<file path="src/iso_ts_pkg.sv">
// shared types, codes and constants for the timestamp to epoch converter
`timescale 1ns / 1ps
package iso_ts_pkg;

	typedef enum logic [2:0] {
		ST_OK    = 3'd0,
		ST_LEN   = 3'd1,
		ST_DIGIT = 3'd2,
		ST_SEP   = 3'd3,
		ST_SIGN  = 3'd4
	} status_t;

	typedef enum logic [3:0] {
		BK_IDLE,
		BK_MON,
		BK_ERA,
		BK_YOE,
		BK_MUL,
		BK_DOE,
		BK_DAYS,
		BK_SECP,
		BK_SECS,
		BK_MS,
		BK_DONE
	} bk_state_t;

	typedef struct packed {
		status_t     status;
		logic [13:0] year;
		logic [6:0]  month;
		logic [6:0]  day;
		logic [6:0]  hour;
		logic [6:0]  minute;
		logic [6:0]  second;
		logic [9:0]  millis;
		logic [6:0]  zone_h;
		logic [6:0]  zone_m;
		logic        zone_neg;
	} ts_rec_t;

	localparam logic [7:0] CH_DASH  = 8'h2D;
	localparam logic [7:0] CH_T     = 8'h54;
	localparam logic [7:0] CH_COLON = 8'h3A;
	localparam logic [7:0] CH_DOT   = 8'h2E;
	localparam logic [7:0] CH_COMMA = 8'h2C;
	localparam logic [7:0] CH_Z     = 8'h5A;
	localparam logic [7:0] CH_PLUS  = 8'h2B;
	localparam logic [7:0] CH_0     = 8'h30;
	localparam logic [7:0] CH_9     = 8'h39;

	localparam logic [4:0] LEN_PLAIN   = 5'd19;
	localparam logic [4:0] LEN_ZULU    = 5'd20;
	localparam logic [4:0] LEN_MS      = 5'd23;
	localparam logic [4:0] LEN_MS_ZULU = 5'd24;
	localparam logic [4:0] LEN_ZONE    = 5'd25;
	localparam logic [4:0] LEN_MS_ZONE = 5'd29;
	localparam logic [4:0] POS_MAX     = 5'd31;

	localparam int TAIL_LEN = 10;

	function automatic logic is_dig(input logic [7:0] c);
		return (c >= CH_0) && (c <= CH_9);
	endfunction

	function automatic logic [3:0] dig(input logic [7:0] c);
		return 4'(c - CH_0);
	endfunction

	// days from march 1 to the first of the shifted month
	function automatic logic [8:0] doy_of(input logic [3:0] mp);
		logic [8:0] r;
		case (mp)
			4'd0:    r = 9'd0;
			4'd1:    r = 9'd31;
			4'd2:    r = 9'd61;
			4'd3:    r = 9'd92;
			4'd4:    r = 9'd122;
			4'd5:    r = 9'd153;
			4'd6:    r = 9'd184;
			4'd7:    r = 9'd214;
			4'd8:    r = 9'd245;
			4'd9:    r = 9'd275;
			4'd10:   r = 9'd306;
			4'd11:   r = 9'd337;
			default: r = 9'd0;
		endcase
		return r;
	endfunction

endpackage

</file>
<file path="src/iso_ts_if.sv">
// valid/ready channel interfaces for characters in and epoch results out
`timescale 1ns / 1ps
interface iso_ts_in_if;
	logic       valid;
	logic       ready;
	logic [7:0] char_code;
	logic       last;
	modport source (output valid, char_code, last, input ready);
	modport sink (input valid, char_code, last, output ready);
endinterface

interface iso_ts_out_if;
	logic               valid;
	logic               ready;
	logic signed [49:0] epoch_ms;
	logic [2:0]         status;
	modport source (output valid, epoch_ms, status, input ready);
	modport sink (input valid, epoch_ms, status, output ready);
endinterface

</file>
<file path="src/iso8601_fixed_timestamp_to_epoch.sv">
// top level: iso 8601 fixed-form timestamp to utc epoch milliseconds
// The block takes one character per cycle on in_ch and answers each string on the
// item flagged last with one result on out_ch: epoch milliseconds and a status.
// The parser front end never stalls by itself; it stops only when the two-entry
// queue of parsed strings is full. The back end converts one string at a time
// (a step sequencer of short multiplies) and takes the next only after handing
// the result into the output register, so strings of every valid form stream at
// one character per cycle while out_ch is ready. Results stay in order.
`timescale 1ns / 1ps
module iso8601_fixed_timestamp_to_epoch
	import iso_ts_pkg::*;
(
	input  logic          clk,
	input  logic          arst_n,
	iso_ts_in_if.sink     in_ch,
	iso_ts_out_if.source  out_ch
);

	logic    push, full, pop, empty;
	ts_rec_t push_rec, head;

	iso_ts_front u_front (
		.clk      (clk),
		.arst_n   (arst_n),
		.in_ch    (in_ch),
		.full     (full),
		.push     (push),
		.push_rec (push_rec)
	);

	iso_ts_queue u_queue (
		.clk      (clk),
		.arst_n   (arst_n),
		.push     (push),
		.push_rec (push_rec),
		.full     (full),
		.pop      (pop),
		.head     (head),
		.empty    (empty)
	);

	iso_ts_back u_back (
		.clk    (clk),
		.arst_n (arst_n),
		.empty  (empty),
		.head   (head),
		.pop    (pop),
		.out_ch (out_ch)
	);

	a_no_push_full: assert property (@(posedge clk) disable iff (!arst_n)
		push |-> !full) else $error("push into full queue");

	a_no_pop_empty: assert property (@(posedge clk) disable iff (!arst_n)
		pop |-> !empty) else $error("pop from empty queue");

	a_err_zero: assert property (@(posedge clk) disable iff (!arst_n)
		(out_ch.valid && out_ch.status != ST_OK) |-> out_ch.epoch_ms == '0)
		else $error("nonzero epoch on error");

endmodule

</file>
<file path="src/iso_ts_front.sv">
// front end: character parser, separator checks and digit field gathering
`timescale 1ns / 1ps
module iso_ts_front
	import iso_ts_pkg::*;
(
	input  logic         clk,
	input  logic         arst_n,
	iso_ts_in_if.sink    in_ch,
	input  logic         full,
	output logic         push,
	output ts_rec_t      push_rec
);

	logic [4:0]  pos_q, pos_n;
	logic [13:0] year_q, year_n;
	logic [6:0]  month_q, month_n, day_q, day_n, hour_q, hour_n;
	logic [6:0]  minute_q, minute_n, second_q, second_n;
	status_t     err_q, err_n;
	logic [7:0]  tail_q [TAIL_LEN];
	logic [7:0]  tail_n [TAIL_LEN];
	logic        accept;

	logic [7:0]  c;
	logic [3:0]  d;
	logic        isd;
	logic [4:0]  len;
	logic        len_ok, has_ms, has_zulu, has_zone;
	logic [7:0]  zc [6];
	logic [7:0]  zulu_c;
	status_t     tst;
	logic [9:0]  millis;
	logic [6:0]  zh, zm;
	logic        zneg;

	assign in_ch.ready = !full;
	assign accept = in_ch.valid && !full;
	assign push = accept && in_ch.last;

	always_comb begin
		pos_n = pos_q;
		year_n = year_q;
		month_n = month_q;
		day_n = day_q;
		hour_n = hour_q;
		minute_n = minute_q;
		second_n = second_q;
		err_n = err_q;
		for (int i = 0; i < TAIL_LEN; i++) tail_n[i] = tail_q[i];
		c = in_ch.char_code;
		d = dig(c);
		isd = is_dig(c);
		if (accept) begin
			pos_n = (pos_q == POS_MAX) ? POS_MAX : 5'(pos_q + 5'd1);
			if (pos_q < LEN_PLAIN) begin
				if (pos_q == 5'd4 || pos_q == 5'd7) begin
					if (c != CH_DASH && err_q == ST_OK) err_n = ST_SEP;
				end else if (pos_q == 5'd10) begin
					if (c != CH_T && err_q == ST_OK) err_n = ST_SEP;
				end else if (pos_q == 5'd13 || pos_q == 5'd16) begin
					if (c != CH_COLON && err_q == ST_OK) err_n = ST_SEP;
				end else if (!isd) begin
					if (err_q == ST_OK) err_n = ST_DIGIT;
				end else if (pos_q < 5'd4) begin
					year_n = 14'(year_q * 10 + d);
				end else if (pos_q < 5'd7) begin
					month_n = 7'(month_q * 10 + d);
				end else if (pos_q < 5'd10) begin
					day_n = 7'(day_q * 10 + d);
				end else if (pos_q < 5'd13) begin
					hour_n = 7'(hour_q * 10 + d);
				end else if (pos_q < 5'd16) begin
					minute_n = 7'(minute_q * 10 + d);
				end else begin
					second_n = 7'(second_q * 10 + d);
				end
			end else if (pos_q < LEN_MS_ZONE) begin
				tail_n[4'(pos_q - LEN_PLAIN)] = c;
			end
		end
	end

	// tail check on the completed string
	always_comb begin
		len = pos_n;
		len_ok = len == LEN_PLAIN || len == LEN_ZULU || len == LEN_MS ||
			len == LEN_MS_ZULU || len == LEN_ZONE || len == LEN_MS_ZONE;
		has_ms = len == LEN_MS || len == LEN_MS_ZULU || len == LEN_MS_ZONE;
		has_zulu = len == LEN_ZULU || len == LEN_MS_ZULU;
		has_zone = len == LEN_ZONE || len == LEN_MS_ZONE;
		for (int i = 0; i < 6; i++) begin
			zc[i] = (len == LEN_MS_ZONE) ? tail_n[i + 4] : tail_n[i];
		end
		zulu_c = (len == LEN_MS_ZULU) ? tail_n[4] : tail_n[0];
		tst = ST_OK;
		millis = '0;
		zh = '0;
		zm = '0;
		zneg = 1'b0;
		if (has_ms) begin
			if (tail_n[0] != CH_DOT && tail_n[0] != CH_COMMA) begin
				tst = ST_SEP;
			end else if (!is_dig(tail_n[1]) || !is_dig(tail_n[2]) || !is_dig(tail_n[3])) begin
				tst = ST_DIGIT;
			end else begin
				millis = 10'(dig(tail_n[1]) * 100 + dig(tail_n[2]) * 10 + dig(tail_n[3]));
			end
		end
		if (tst == ST_OK && has_zulu && zulu_c != CH_Z) tst = ST_SEP;
		if (tst == ST_OK && has_zone) begin
			if (zc[0] == CH_PLUS) zneg = 1'b0;
			else if (zc[0] == CH_DASH) zneg = 1'b1;
			else tst = ST_SIGN;
			if (tst == ST_OK) begin
				if (!is_dig(zc[1]) || !is_dig(zc[2])) tst = ST_DIGIT;
				else if (zc[3] != CH_COLON) tst = ST_SEP;
				else if (!is_dig(zc[4]) || !is_dig(zc[5])) tst = ST_DIGIT;
			end
			zh = 7'(dig(zc[1]) * 10 + dig(zc[2]));
			zm = 7'(dig(zc[4]) * 10 + dig(zc[5]));
		end
	end

	always_comb begin
		push_rec.status = !len_ok ? ST_LEN : (err_n != ST_OK) ? err_n : tst;
		push_rec.year = year_n;
		push_rec.month = month_n;
		push_rec.day = day_n;
		push_rec.hour = hour_n;
		push_rec.minute = minute_n;
		push_rec.second = second_n;
		push_rec.millis = millis;
		push_rec.zone_h = zh;
		push_rec.zone_m = zm;
		push_rec.zone_neg = zneg;
	end

	always_ff @(posedge clk or negedge arst_n) begin
		if (!arst_n) begin
			pos_q <= '0;
			year_q <= '0;
			month_q <= '0;
			day_q <= '0;
			hour_q <= '0;
			minute_q <= '0;
			second_q <= '0;
			err_q <= ST_OK;
			for (int i = 0; i < TAIL_LEN; i++) tail_q[i] <= '0;
		end else if (push) begin
			pos_q <= '0;
			year_q <= '0;
			month_q <= '0;
			day_q <= '0;
			hour_q <= '0;
			minute_q <= '0;
			second_q <= '0;
			err_q <= ST_OK;
			for (int i = 0; i < TAIL_LEN; i++) tail_q[i] <= '0;
		end else begin
			pos_q <= pos_n;
			year_q <= year_n;
			month_q <= month_n;
			day_q <= day_n;
			hour_q <= hour_n;
			minute_q <= minute_n;
			second_q <= second_n;
			err_q <= err_n;
			for (int i = 0; i < TAIL_LEN; i++) tail_q[i] <= tail_n[i];
		end
	end

endmodule

</file>
<file path="src/iso_ts_queue.sv">
// two-entry queue of parsed timestamps between front and back
`timescale 1ns / 1ps
module iso_ts_queue
	import iso_ts_pkg::*;
(
	input  logic    clk,
	input  logic    arst_n,
	input  logic    push,
	input  ts_rec_t push_rec,
	output logic    full,
	input  logic    pop,
	output ts_rec_t head,
	output logic    empty
);

	ts_rec_t    ent_q [2];
	logic       wptr_q, rptr_q;
	logic [1:0] cnt_q;

	assign full = cnt_q == 2'd2;
	assign empty = cnt_q == 2'd0;
	assign head = ent_q[rptr_q];

	always_ff @(posedge clk) begin
		if (push) ent_q[wptr_q] <= push_rec;
	end

	always_ff @(posedge clk or negedge arst_n) begin
		if (!arst_n) begin
			wptr_q <= 1'b0;
			rptr_q <= 1'b0;
			cnt_q <= '0;
		end else begin
			if (push) wptr_q <= !wptr_q;
			if (pop) rptr_q <= !rptr_q;
			if (push && !pop) cnt_q <= 2'(cnt_q + 2'd1);
			else if (pop && !push) cnt_q <= 2'(cnt_q - 2'd1);
		end
	end

endmodule

</file>
<file path="src/iso_ts_back.sv">
// back end: stepwise civil date to epoch millisecond conversion
`timescale 1ns / 1ps
module iso_ts_back
	import iso_ts_pkg::*;
(
	input  logic         clk,
	input  logic         arst_n,
	input  logic         empty,
	input  ts_rec_t      head,
	output logic         pop,
	iso_ts_out_if.source out_ch
);

	bk_state_t state_q, state_n;
	logic      load;

	ts_rec_t            rec_q;
	logic [13:0]        yy_q;
	logic [3:0]         mp_q;
	logic [4:0]         era_q;
	logic [8:0]         yoe_q;
	logic [8:0]         doy_q;
	logic [17:0]        p365_q;
	logic [1:0]         c100_q;
	logic [17:0]        doe_q;
	logic [21:0]        eday_q;
	logic signed [23:0] days_q;
	logic signed [40:0] dsec_q;
	logic [18:0]        hsec_q;
	logic [12:0]        msec_q;
	logic signed [41:0] secs_q;
	logic signed [51:0] msprod_q;
	logic [28:0]        off_q;

	logic               out_valid_q;
	logic signed [49:0] epoch_q;
	status_t            status_q;

	logic [6:0]  mv;
	logic [3:0]  mq;
	logic [3:0]  mr;
	logic [12:0] mprod;
	logic [29:0] eprod;
	logic [17:0] cprod;
	logic [49:0] res;

	always_comb begin
		state_n = state_q;
		unique case (state_q)
			BK_IDLE: if (!empty) state_n = BK_MON;
			BK_MON:  state_n = BK_ERA;
			BK_ERA:  state_n = BK_YOE;
			BK_YOE:  state_n = BK_MUL;
			BK_MUL:  state_n = BK_DOE;
			BK_DOE:  state_n = BK_DAYS;
			BK_DAYS: state_n = BK_SECP;
			BK_SECP: state_n = BK_SECS;
			BK_SECS: state_n = BK_MS;
			BK_MS:   state_n = BK_DONE;
			BK_DONE: if (!out_valid_q || out_ch.ready) state_n = BK_IDLE;
			default: state_n = BK_IDLE;
		endcase
	end

	always_comb begin
		pop = (state_q == BK_IDLE) && !empty;
		load = (state_q == BK_DONE) && (!out_valid_q || out_ch.ready);
	end

	always_comb begin
		mv = 7'(rec_q.month - 7'd1);
		mprod = 13'(mv * 6'd43);
		mq = 4'(mprod >> 9);
		mr = 4'(mv - 7'(mq * 4'd12));
		eprod = 30'(yy_q * 16'd41944);
		cprod = 18'(yoe_q * 10'd656);
		res = 50'(msprod_q) + 50'(rec_q.millis) +
			(rec_q.zone_neg ? 50'(off_q) : 50'(-50'(off_q)));
	end

	always_ff @(posedge clk) begin
		if (pop) rec_q <= head;
		if (state_q == BK_MON) begin
			if (rec_q.month == 7'd0) begin
				yy_q <= 14'(rec_q.year + 14'd399);
				mp_q <= 4'd9;
			end else begin
				yy_q <= 14'(rec_q.year + mq + 14'd400 - ((mr <= 4'd1) ? 14'd1 : 14'd0));
				mp_q <= (mr >= 4'd2) ? 4'(mr - 4'd2) : 4'(mr + 4'd10);
			end
		end
		if (state_q == BK_ERA) era_q <= 5'(eprod >> 24);
		if (state_q == BK_YOE) begin
			yoe_q <= 9'(yy_q - 14'(era_q * 9'd400));
			doy_q <= doy_of(mp_q);
		end
		if (state_q == BK_MUL) begin
			p365_q <= 18'(yoe_q * 9'd365);
			c100_q <= 2'(cprod >> 16);
		end
		if (state_q == BK_DOE) begin
			doe_q <= 18'(p365_q + (yoe_q >> 2) - c100_q + doy_q);
			eday_q <= 22'(era_q * 18'd146097);
		end
		if (state_q == BK_DAYS) begin
			days_q <= 24'(eday_q) + 24'(doe_q) + 24'(rec_q.day) - 24'(865566);
		end
		if (state_q == BK_SECP) begin
			dsec_q <= 41'(days_q) * 41'(17'd86400);
			hsec_q <= 19'(rec_q.hour * 12'd3600);
			msec_q <= 13'(rec_q.minute * 6'd60);
		end
		if (state_q == BK_SECS) begin
			secs_q <= 42'(dsec_q) + 42'(hsec_q) + 42'(msec_q) + 42'(rec_q.second);
		end
		if (state_q == BK_MS) begin
			msprod_q <= 52'(secs_q) * 52'(10'd1000);
			off_q <= 29'(rec_q.zone_h * 22'd3600000) + 29'(rec_q.zone_m * 16'd60000);
		end
		if (load) begin
			epoch_q <= (rec_q.status == ST_OK) ? $signed(res) : '0;
			status_q <= rec_q.status;
		end
	end

	always_ff @(posedge clk or negedge arst_n) begin
		if (!arst_n) begin
			state_q <= BK_IDLE;
			out_valid_q <= 1'b0;
		end else begin
			state_q <= state_n;
			if (load) out_valid_q <= 1'b1;
			else if (out_ch.ready) out_valid_q <= 1'b0;
		end
	end

	assign out_ch.valid = out_valid_q;
	assign out_ch.epoch_ms = epoch_q;
	assign out_ch.status = status_q;

endmodule
</file>
<file path="src/flat_wrapper.sv">
// flat-port wrapper written by rule: the top's interface ports become plain ports
module iso8601_fixed_timestamp_to_epoch_flat import iso_ts_pkg::*;
  (clk, arst_n, in_ch_valid, in_ch_char_code, in_ch_last, in_ch_ready, out_ch_valid, out_ch_epoch_ms, out_ch_status, out_ch_ready);
  iso_ts_in_if in_ch_i ();
  iso_ts_out_if out_ch_i ();
  input  logic clk;
  input  logic arst_n;
  input wire logic [$bits(in_ch_i.valid)-1:0] in_ch_valid;
  input wire logic [$bits(in_ch_i.char_code)-1:0] in_ch_char_code;
  input wire logic [$bits(in_ch_i.last)-1:0] in_ch_last;
  output wire logic [$bits(in_ch_i.ready)-1:0] in_ch_ready;
  output wire logic [$bits(out_ch_i.valid)-1:0] out_ch_valid;
  output wire logic [$bits(out_ch_i.epoch_ms)-1:0] out_ch_epoch_ms;
  output wire logic [$bits(out_ch_i.status)-1:0] out_ch_status;
  input wire logic [$bits(out_ch_i.ready)-1:0] out_ch_ready;
  assign in_ch_i.valid = in_ch_valid;
  assign in_ch_i.char_code = in_ch_char_code;
  assign in_ch_i.last = in_ch_last;
  assign in_ch_ready = in_ch_i.ready;
  assign out_ch_valid = out_ch_i.valid;
  assign out_ch_epoch_ms = out_ch_i.epoch_ms;
  assign out_ch_status = out_ch_i.status;
  assign out_ch_i.ready = out_ch_ready;
  iso8601_fixed_timestamp_to_epoch u_core (.clk(clk), .arst_n(arst_n), .in_ch(in_ch_i), .out_ch(out_ch_i));
endmodule
</file>
<file path="config.mk">
export PLATFORM = sky130hd
export DESIGN_NAME = iso8601_fixed_timestamp_to_epoch_flat
export DESIGN_NICKNAME = d
export VERILOG_FILES = /design/src/iso_ts_pkg.sv /design/src/iso_ts_if.sv /design/src/iso8601_fixed_timestamp_to_epoch.sv /design/src/iso_ts_front.sv /design/src/iso_ts_queue.sv /design/src/iso_ts_back.sv /design/src/flat_wrapper.sv
export SDC_FILE = /design/constraint.sdc
export NUM_CORES = 2
export LEC_CHECK = 0
export CAP_MARGIN = 10
export CORE_ASPECT_RATIO = 0.6
export CORE_MARGIN = 5
export CORE_UTILIZATION = 30
export DETAILED_ROUTE_END_ITERATION = 12
export DONT_BUFFER_PORTS = 1
export HOLD_SLACK_MARGIN = 0.1
export SLEW_MARGIN = 10
export SYNTH_ARGS = -nofsm -noshare
export SYNTH_HDL_FRONTEND = slang
export SYNTH_SLANG_ARGS = --single-unit
export TNS_END_PERCENT = 10
</file>
<file path="constraint.sdc">
create_clock -name clk -period 8.5 [get_ports clk]
set_input_delay 0.425 -clock clk [delete_from_list [all_inputs] [get_ports clk]]
set_output_delay 0.425 -clock clk [all_outputs]
set_load 0.1 [all_outputs]
</file>
# ---- Yosys cells after proc, flatten, opt, wreduce, memory -nomap -nowiden
# Memory sizes are Yosys's and may differ from the RTL's. A register that Yosys moved wholly into a read port is not among the register bits.
# Index checks and enable logic that the tools add are counted.
# Widths: inputs -> output; s select.
dict set report totals {
  register_bits 493
  mem_bits_rw 154
  rom_bits 144
  input_bits 13
  out_inout_bits 55
  n_memories 2
}
dict set report classes {
  n_addsub 44
  n_mul 23
  order_cmp 27
  eq_ne 34
  mux 125
  bitwise 1
  n_reduce_logical 64
}
# name words word_bits read_ports rd_ports_with_merged_regs write_ports line
set mem_list {}
lappend mem_list {u_core.u_queue.ent_q 2 77 1 1 1 iso_ts_queue.sv:16} ;# ts_rec_t ent_q [2];
lappend mem_list {{(name not given)} 16 9 1 1 0 iso_ts_pkg.sv:72} ;# case (mp)
# cell n
set ops {}
lappend ops {{$mux 7} 56}
lappend ops {{$mux 80} 4}
lappend ops {{$mux 14} 9}
lappend ops {{$bwmux 80} 1}
lappend ops {{$mux 3} 22}
lappend ops {{$ge 8x6->1 const B} 8}
lappend ops {{$le 8x6->1 const B} 8}
lappend ops {{$mux 8} 8}
lappend ops {{$mul 52x7->47 const B} 1}
lappend ops {{$add 50x10->50} 1}
lappend ops {{$add 50x50->50} 1}
lappend ops {{$mux 50} 1}
lappend ops {{$neg 29->50} 1}
lappend ops {{$add 7x4->7} 7}
lappend ops {{$pmux 4 s11} 1}
lappend ops {{$add 41x20->42} 1}
lappend ops {{$add 42x13->42} 1}
lappend ops {{$add 42x7->42} 1}
lappend ops {{$mul 41x10->34 const B} 1}
lappend ops {{$eq 5x5->1 const B} 8}
lappend ops {{$ne 8x6->1 const B} 5}
lappend ops {{$mul 7x3->6 const B} 5}
lappend ops {{$demux 8 s4} 1}
lappend ops {{$sub 4x1->4 const B} 8}
lappend ops {{69 further kinds} 158}

# ---- Depth between registers and ports, before layout
dict set report depth {
  depth_word 32
  depth_mapped 33
}

# ---- Cells and area by module
# Synthesis repeated with hierarchy kept, for this count alone.
dict set report unflattened {
  hier_cells 5592
  hier_area_um2 61692.9
}
# mod instances cells_each area_per_inst_um2 seq_area_each_um2
set modules_own_cells {}
lappend modules_own_cells {iso_ts_back 1 4163 45344.7 12977.4}
lappend modules_own_cells {iso_ts_front 1 1173 10525.1 3428.3}
lappend modules_own_cells {iso_ts_queue 1 256 5823.1 4724.5}

# ---- Worst setup path before layout
# Ideal clock, no wire load.
dict set report synth_timing {
  path_type {register to register}
  from {register, netlist name u_core.u_back.rec_q[53]}
  to {register u_core.u_back.yy_q[12], data pin}
  setup_ps 169
  arrival_ps 6508
  t_required_ps 8331
  setup_slack_ps 1822
  stages_incl_launch_ff 33
  path_buffers 1
  period_less_slack_ps 6678
  cell_sequence {edfxtp_1 > inv_1 > ha_1 > nand2_1 > or4_1 > clkbuf_1 > nand2_1 > inv_1 > fa_1 > fa_1 > inv_1 > ha_1 > and2_1 > nor2b_1 > a2111oi_0 > o211ai_1 > xnor2_1 > xnor3_1 > o211a_1 > ha_1 > inv_1 > ha_1 > inv_1 > fa_1 > nor2b_1 > o21a_1 > o21ai_0 > a31oi_1 > o21ai_0 > a31oi_1 > o21a_1 > o21a_1 > o31ai_1}
}
dict set report synth_between {
  elab_chain_cells 8
}
# element line
set synth_lines {}
lappend synth_lines {{$sub 7x1->7} iso_ts_back.sv:71} ;# mv = 7'(rec_q.month - 7'd1);
lappend synth_lines {{$mul 7x6->13} iso_ts_back.sv:72} ;# mprod = 13'(mv * 6'd43);
lappend synth_lines {{$mul 4x2->2} iso_ts_back.sv:74} ;# mr = 4'(mv - 7'(mq * 4'd12));
lappend synth_lines {{$sub 4x4->4} iso_ts_back.sv:74}
lappend synth_lines {{$le 4x1->1} iso_ts_back.sv:88} ;# yy_q <= 14'(rec_q.year + mq + 14'd400 - ((mr <= 4'd1) ? 14'd1 : 14'd0));
lappend synth_lines {{$mux 1} iso_ts_back.sv:88}
lappend synth_lines {{$sub 14x1->14} iso_ts_back.sv:88}
lappend synth_lines {{$mux 14 *} iso_ts_back.sv:84} ;# if (rec_q.month == 7'd0) begin
lappend synth_lines {{to (signal assigned)} iso_ts_back.sv:85} ;# yy_q <= 14'(rec_q.year + 14'd399);
lappend synth_lines {{to (signal assigned)} iso_ts_back.sv:88}
lappend synth_lines {{to (decl)} iso_ts_back.sv:18} ;# logic [13:0] yy_q;
# Mark *: on every way between the ends. The rest lies on a longest branch, timed or not.
# A chain may end at the register's enable or synchronous reset.

# ---- Worst setup path after layout
dict set report layout_timing {
  from {register, netlist name u_core.u_back.rec_q[53]}
  to {register u_core.u_back.yy_q[12], data pin}
}
dict set report layout_between {
  elab_chain_cells 8
}
# element line
set layout_lines {}
lappend layout_lines {{$sub 7x1->7} iso_ts_back.sv:71}
lappend layout_lines {{$mul 7x6->13} iso_ts_back.sv:72}
lappend layout_lines {{$mul 4x2->2} iso_ts_back.sv:74}
lappend layout_lines {{$sub 4x4->4} iso_ts_back.sv:74}
lappend layout_lines {{$le 4x1->1} iso_ts_back.sv:88}
lappend layout_lines {{$mux 1} iso_ts_back.sv:88}
lappend layout_lines {{$sub 14x1->14} iso_ts_back.sv:88}
lappend layout_lines {{$mux 14 *} iso_ts_back.sv:84}
# Marks and branches as above.

==> summary.md <==
| Metric | Value |
|---|---|
| Status | completed |
| Detailed Place HPWL | 104,000 µm |
| Post-Syn Area | 61,800 µm² |
| Clk slew on worst S/H paths | 60 ps |
| Vias | 39,234 |
| GPL Wtd Cong | 0.828 |
| TritonCTS buffer count | 73 |
| Setup crit end kind | flip-flop |
| Register area | 21,100 µm² |
| First-pass GRT wire length | 221,000 µm |
| Yosys reg bits | 728 |
| I/O Buffers | 0 |
| Post-synth cell types | 89 |
| Largest net degree at the start of global routing | 147 |
| Min-delay worst type | input port to flip-flop |
| Count of pins over their slew limit | 0 |
| Post-CTS setup buffer count | 0 |
| Core area | 205,000 µm² |
| Period utilisation layout | 89.7% |
| WP data required | 8970 ps |
| Die width | 596 µm |
| Initial Util | 30.1% |
| Crit-path max FO | 13 |
| Sum Neg Setup Slack | 0 ps |
| DR DRC count | 0 |
| Multi-input logic area | 37,300 µm² |
| Initial antenna violation count | 8 |
| Most numerous cell in the Yosys netlist | ha_1 |
| Yosys warnings | 0 |
| Startpoint Class | flip-flop |
| Post-Synthesis Cells | 5,557 |
| DR WL/cell | 16.0 µm |
| Max Buffers Root-to-Sink | 3 |
| Crit path top cell by count | inv_1 |
| Share of the synthesized area in the top cell type | 28.3% |
| Post-CTS Hold Buffers | 14 |
| Routed Antenna Nets | 0 |
| DR iter-0 viols | 2,785 |
| H-tree depth | 3 |
| Worst-Margin Slew | 1190 ps |
| Syn nets | 6,913 |
| Cell taking the most area after synthesis | edfxtp_1 |
| Nets@finish | 6,930 |
| Worst skew pair latency | 660 ps |
| Die footprint | 215,000 µm² |
| Unrepaired setup endpoints after global routing | no |
| Clock skew | 36.4 ps |
| Cts repair resizes | 0 |
| Area Growth Syn to Fin | 9.84% |
| Period minus WS final | 7620 ps |
| Fmax | 131 MHz |
| Post-DR vias/cell | 4.68 |
| # rows | 129 |
| Rel. slew slack | 20.3% |
| CP Class | flip-flop to flip-flop |
| Fillers | 20,427 |
| Die Y | 361 µm |
| Critical path's slowest cell | fa_1 |
| CTS sink count | 728 |
| Vias in the first global route | 39,829 |
| Main synth FF type | edfxtp_1 |
| Endpoints failing setup | 0 |
| Root buf cell | clkbuf_16 |
| Sequential area share after synthesis | 34.2% |
| Gr ovfl total | 0 |
| Total iterations of the first detailed-routing run | 5 |
| Largest stage delay, worst path | 540 ps |
| IO Count | 68 |
| Total track usage | 12.5% |
| Max-cap violation count | 0 |
| Routed WL | 134,000 µm |
| Commonest cells post-synth | 890 x ha_1, 796 x inv_1, 582 x edfxtp_1 |
| Share of post-route cells with drive strength above 1 | 5.68% |
| Final Hold Fails | 0 |
| Synth area leaders | edfxtp_1 28%, ha_1 18%, fa_1 15% |
| CTS tree | built |
| Fraction of registers with async set/reset | 20.1% |
| Post-Syn Area per Cell | 11.1 µm² |
| Critical Path AT | 8090 ps |
| Post-synth EDFFs | 582 |
## kinds of logic (layout without fill, tap and decap cells)
group	Yosys count	count (layout)	synth area share, %
buf+inv	901	977	5.57
compound gates	888	888	9.28
xor+xnor	419	419	5.96
mux	210	210	3.63
simple gates	1068	1068	8.64
other cells	0	2	0
fa+ha+maj	1343	1343	32.7
flops	728	728	34.2
## cell usage in the layout, fill, tap and decap left out, types with 75 or more instances in the layout
cell type / count
ha_1: 890
inv_1: 794
edfxtp_1: 582
fa_1: 453
nor2_1: 339
xnor2_1: 302
a21oi_1: 260
nand2_1: 183
o21ai_0: 182
dfrtp_1: 145
xor2_1: 116
a21o_1: 110
mux2_2: 110
mux2i_1: 99
nor3_1: 96
clkbuf_16: 75
## through the flow
step / setup WS (ps) / util, % / hold slack [ps] / instance area [µm²] / std cells
5_1_grt: 257 / 33.0 / 150 / 67800 / 8385
3_3_place_gp: 1120 / 31.7 / 159 / 65100 / 8236
2_1_floorplan: 1820 / - / 129 / 61800 / 5557
4_1_cts: 959 / 33.0 / 103 / 67800 / 8384
6_report: 878 / 33.0 / 167 / 67800 / 8386
3_5_place_dp: 1080 / 31.7 / 159 / 65100 / 8236
## per-layer routing
| layer | GRT usage [%] | share of wire (%) |
|---|---|---|
| met4 | 1.89 | 1.4 |
| met5 | 0 | 0 |
| met3 | 1.78 | 4.5 |
| met1 | 20.7 | 56 |
| met2 | 17.0 | 38 |
## flip-flops by register name (all words and copies together) (netlist names), 22 cells and up
register                       cells
u_core.u_queue.ent_q             154
u_core.u_front.tail_q             80
u_core.u_back.rec_q               77
u_core.u_back.out_ch.epoch_ms     50
u_core.u_back.msprod_q            47
u_core.u_back.secs_q              42
u_core.u_back.dsec_q              34
u_core.u_back.days_q              24
u_core.u_back.off_q               24
u_core.u_back.eday_q              22
## final timing paths
check	cells past startpoint	to	from	slack, ps
max	32	u_core.u_back.yy_q[12]	u_core.u_back.rec_q[53]	880
min in group asynchronous	2	u_core.u_front.year_q[0]	arst_n	450
max in group asynchronous	2	u_core.u_queue.rptr_q	arst_n	7320
min reg2reg	0	u_core.u_back.secs_q[1]	u_core.u_back.rec_q[26]	420
max reg2reg	32	u_core.u_back.yy_q[12]	u_core.u_back.rec_q[53]	880
min	2	u_core.u_front.tail_q[56]	in_ch_char_code[0]	170
## worst max-delay path, delay by kind of cell (launching register included)
family	cells	cell delay, ps
AO/OA/AOI/OAI	11	2510
adder cells (fa/ha/maj)	7	2130
AND/OR/NAND/NOR	6	1070
buffers and inverters	6	660
XOR/XNOR	2	600
flip-flops	1	460
## layout make-up
class	instances	area share, %
Inverter	797	4.41
Tap cell	2751	5.07
Clock inverter	42	0.865
Timing Repair Buffer	46	0.586
Multi-Input combinational cell	3928	55.0
Antenna cell	2	0.00738
Sequential cell	728	31.1
Clock buffer	92	2.95
Power is not shown: default switching activity piles up to over one toggle a cycle in this logic, so the estimate is an artifact.
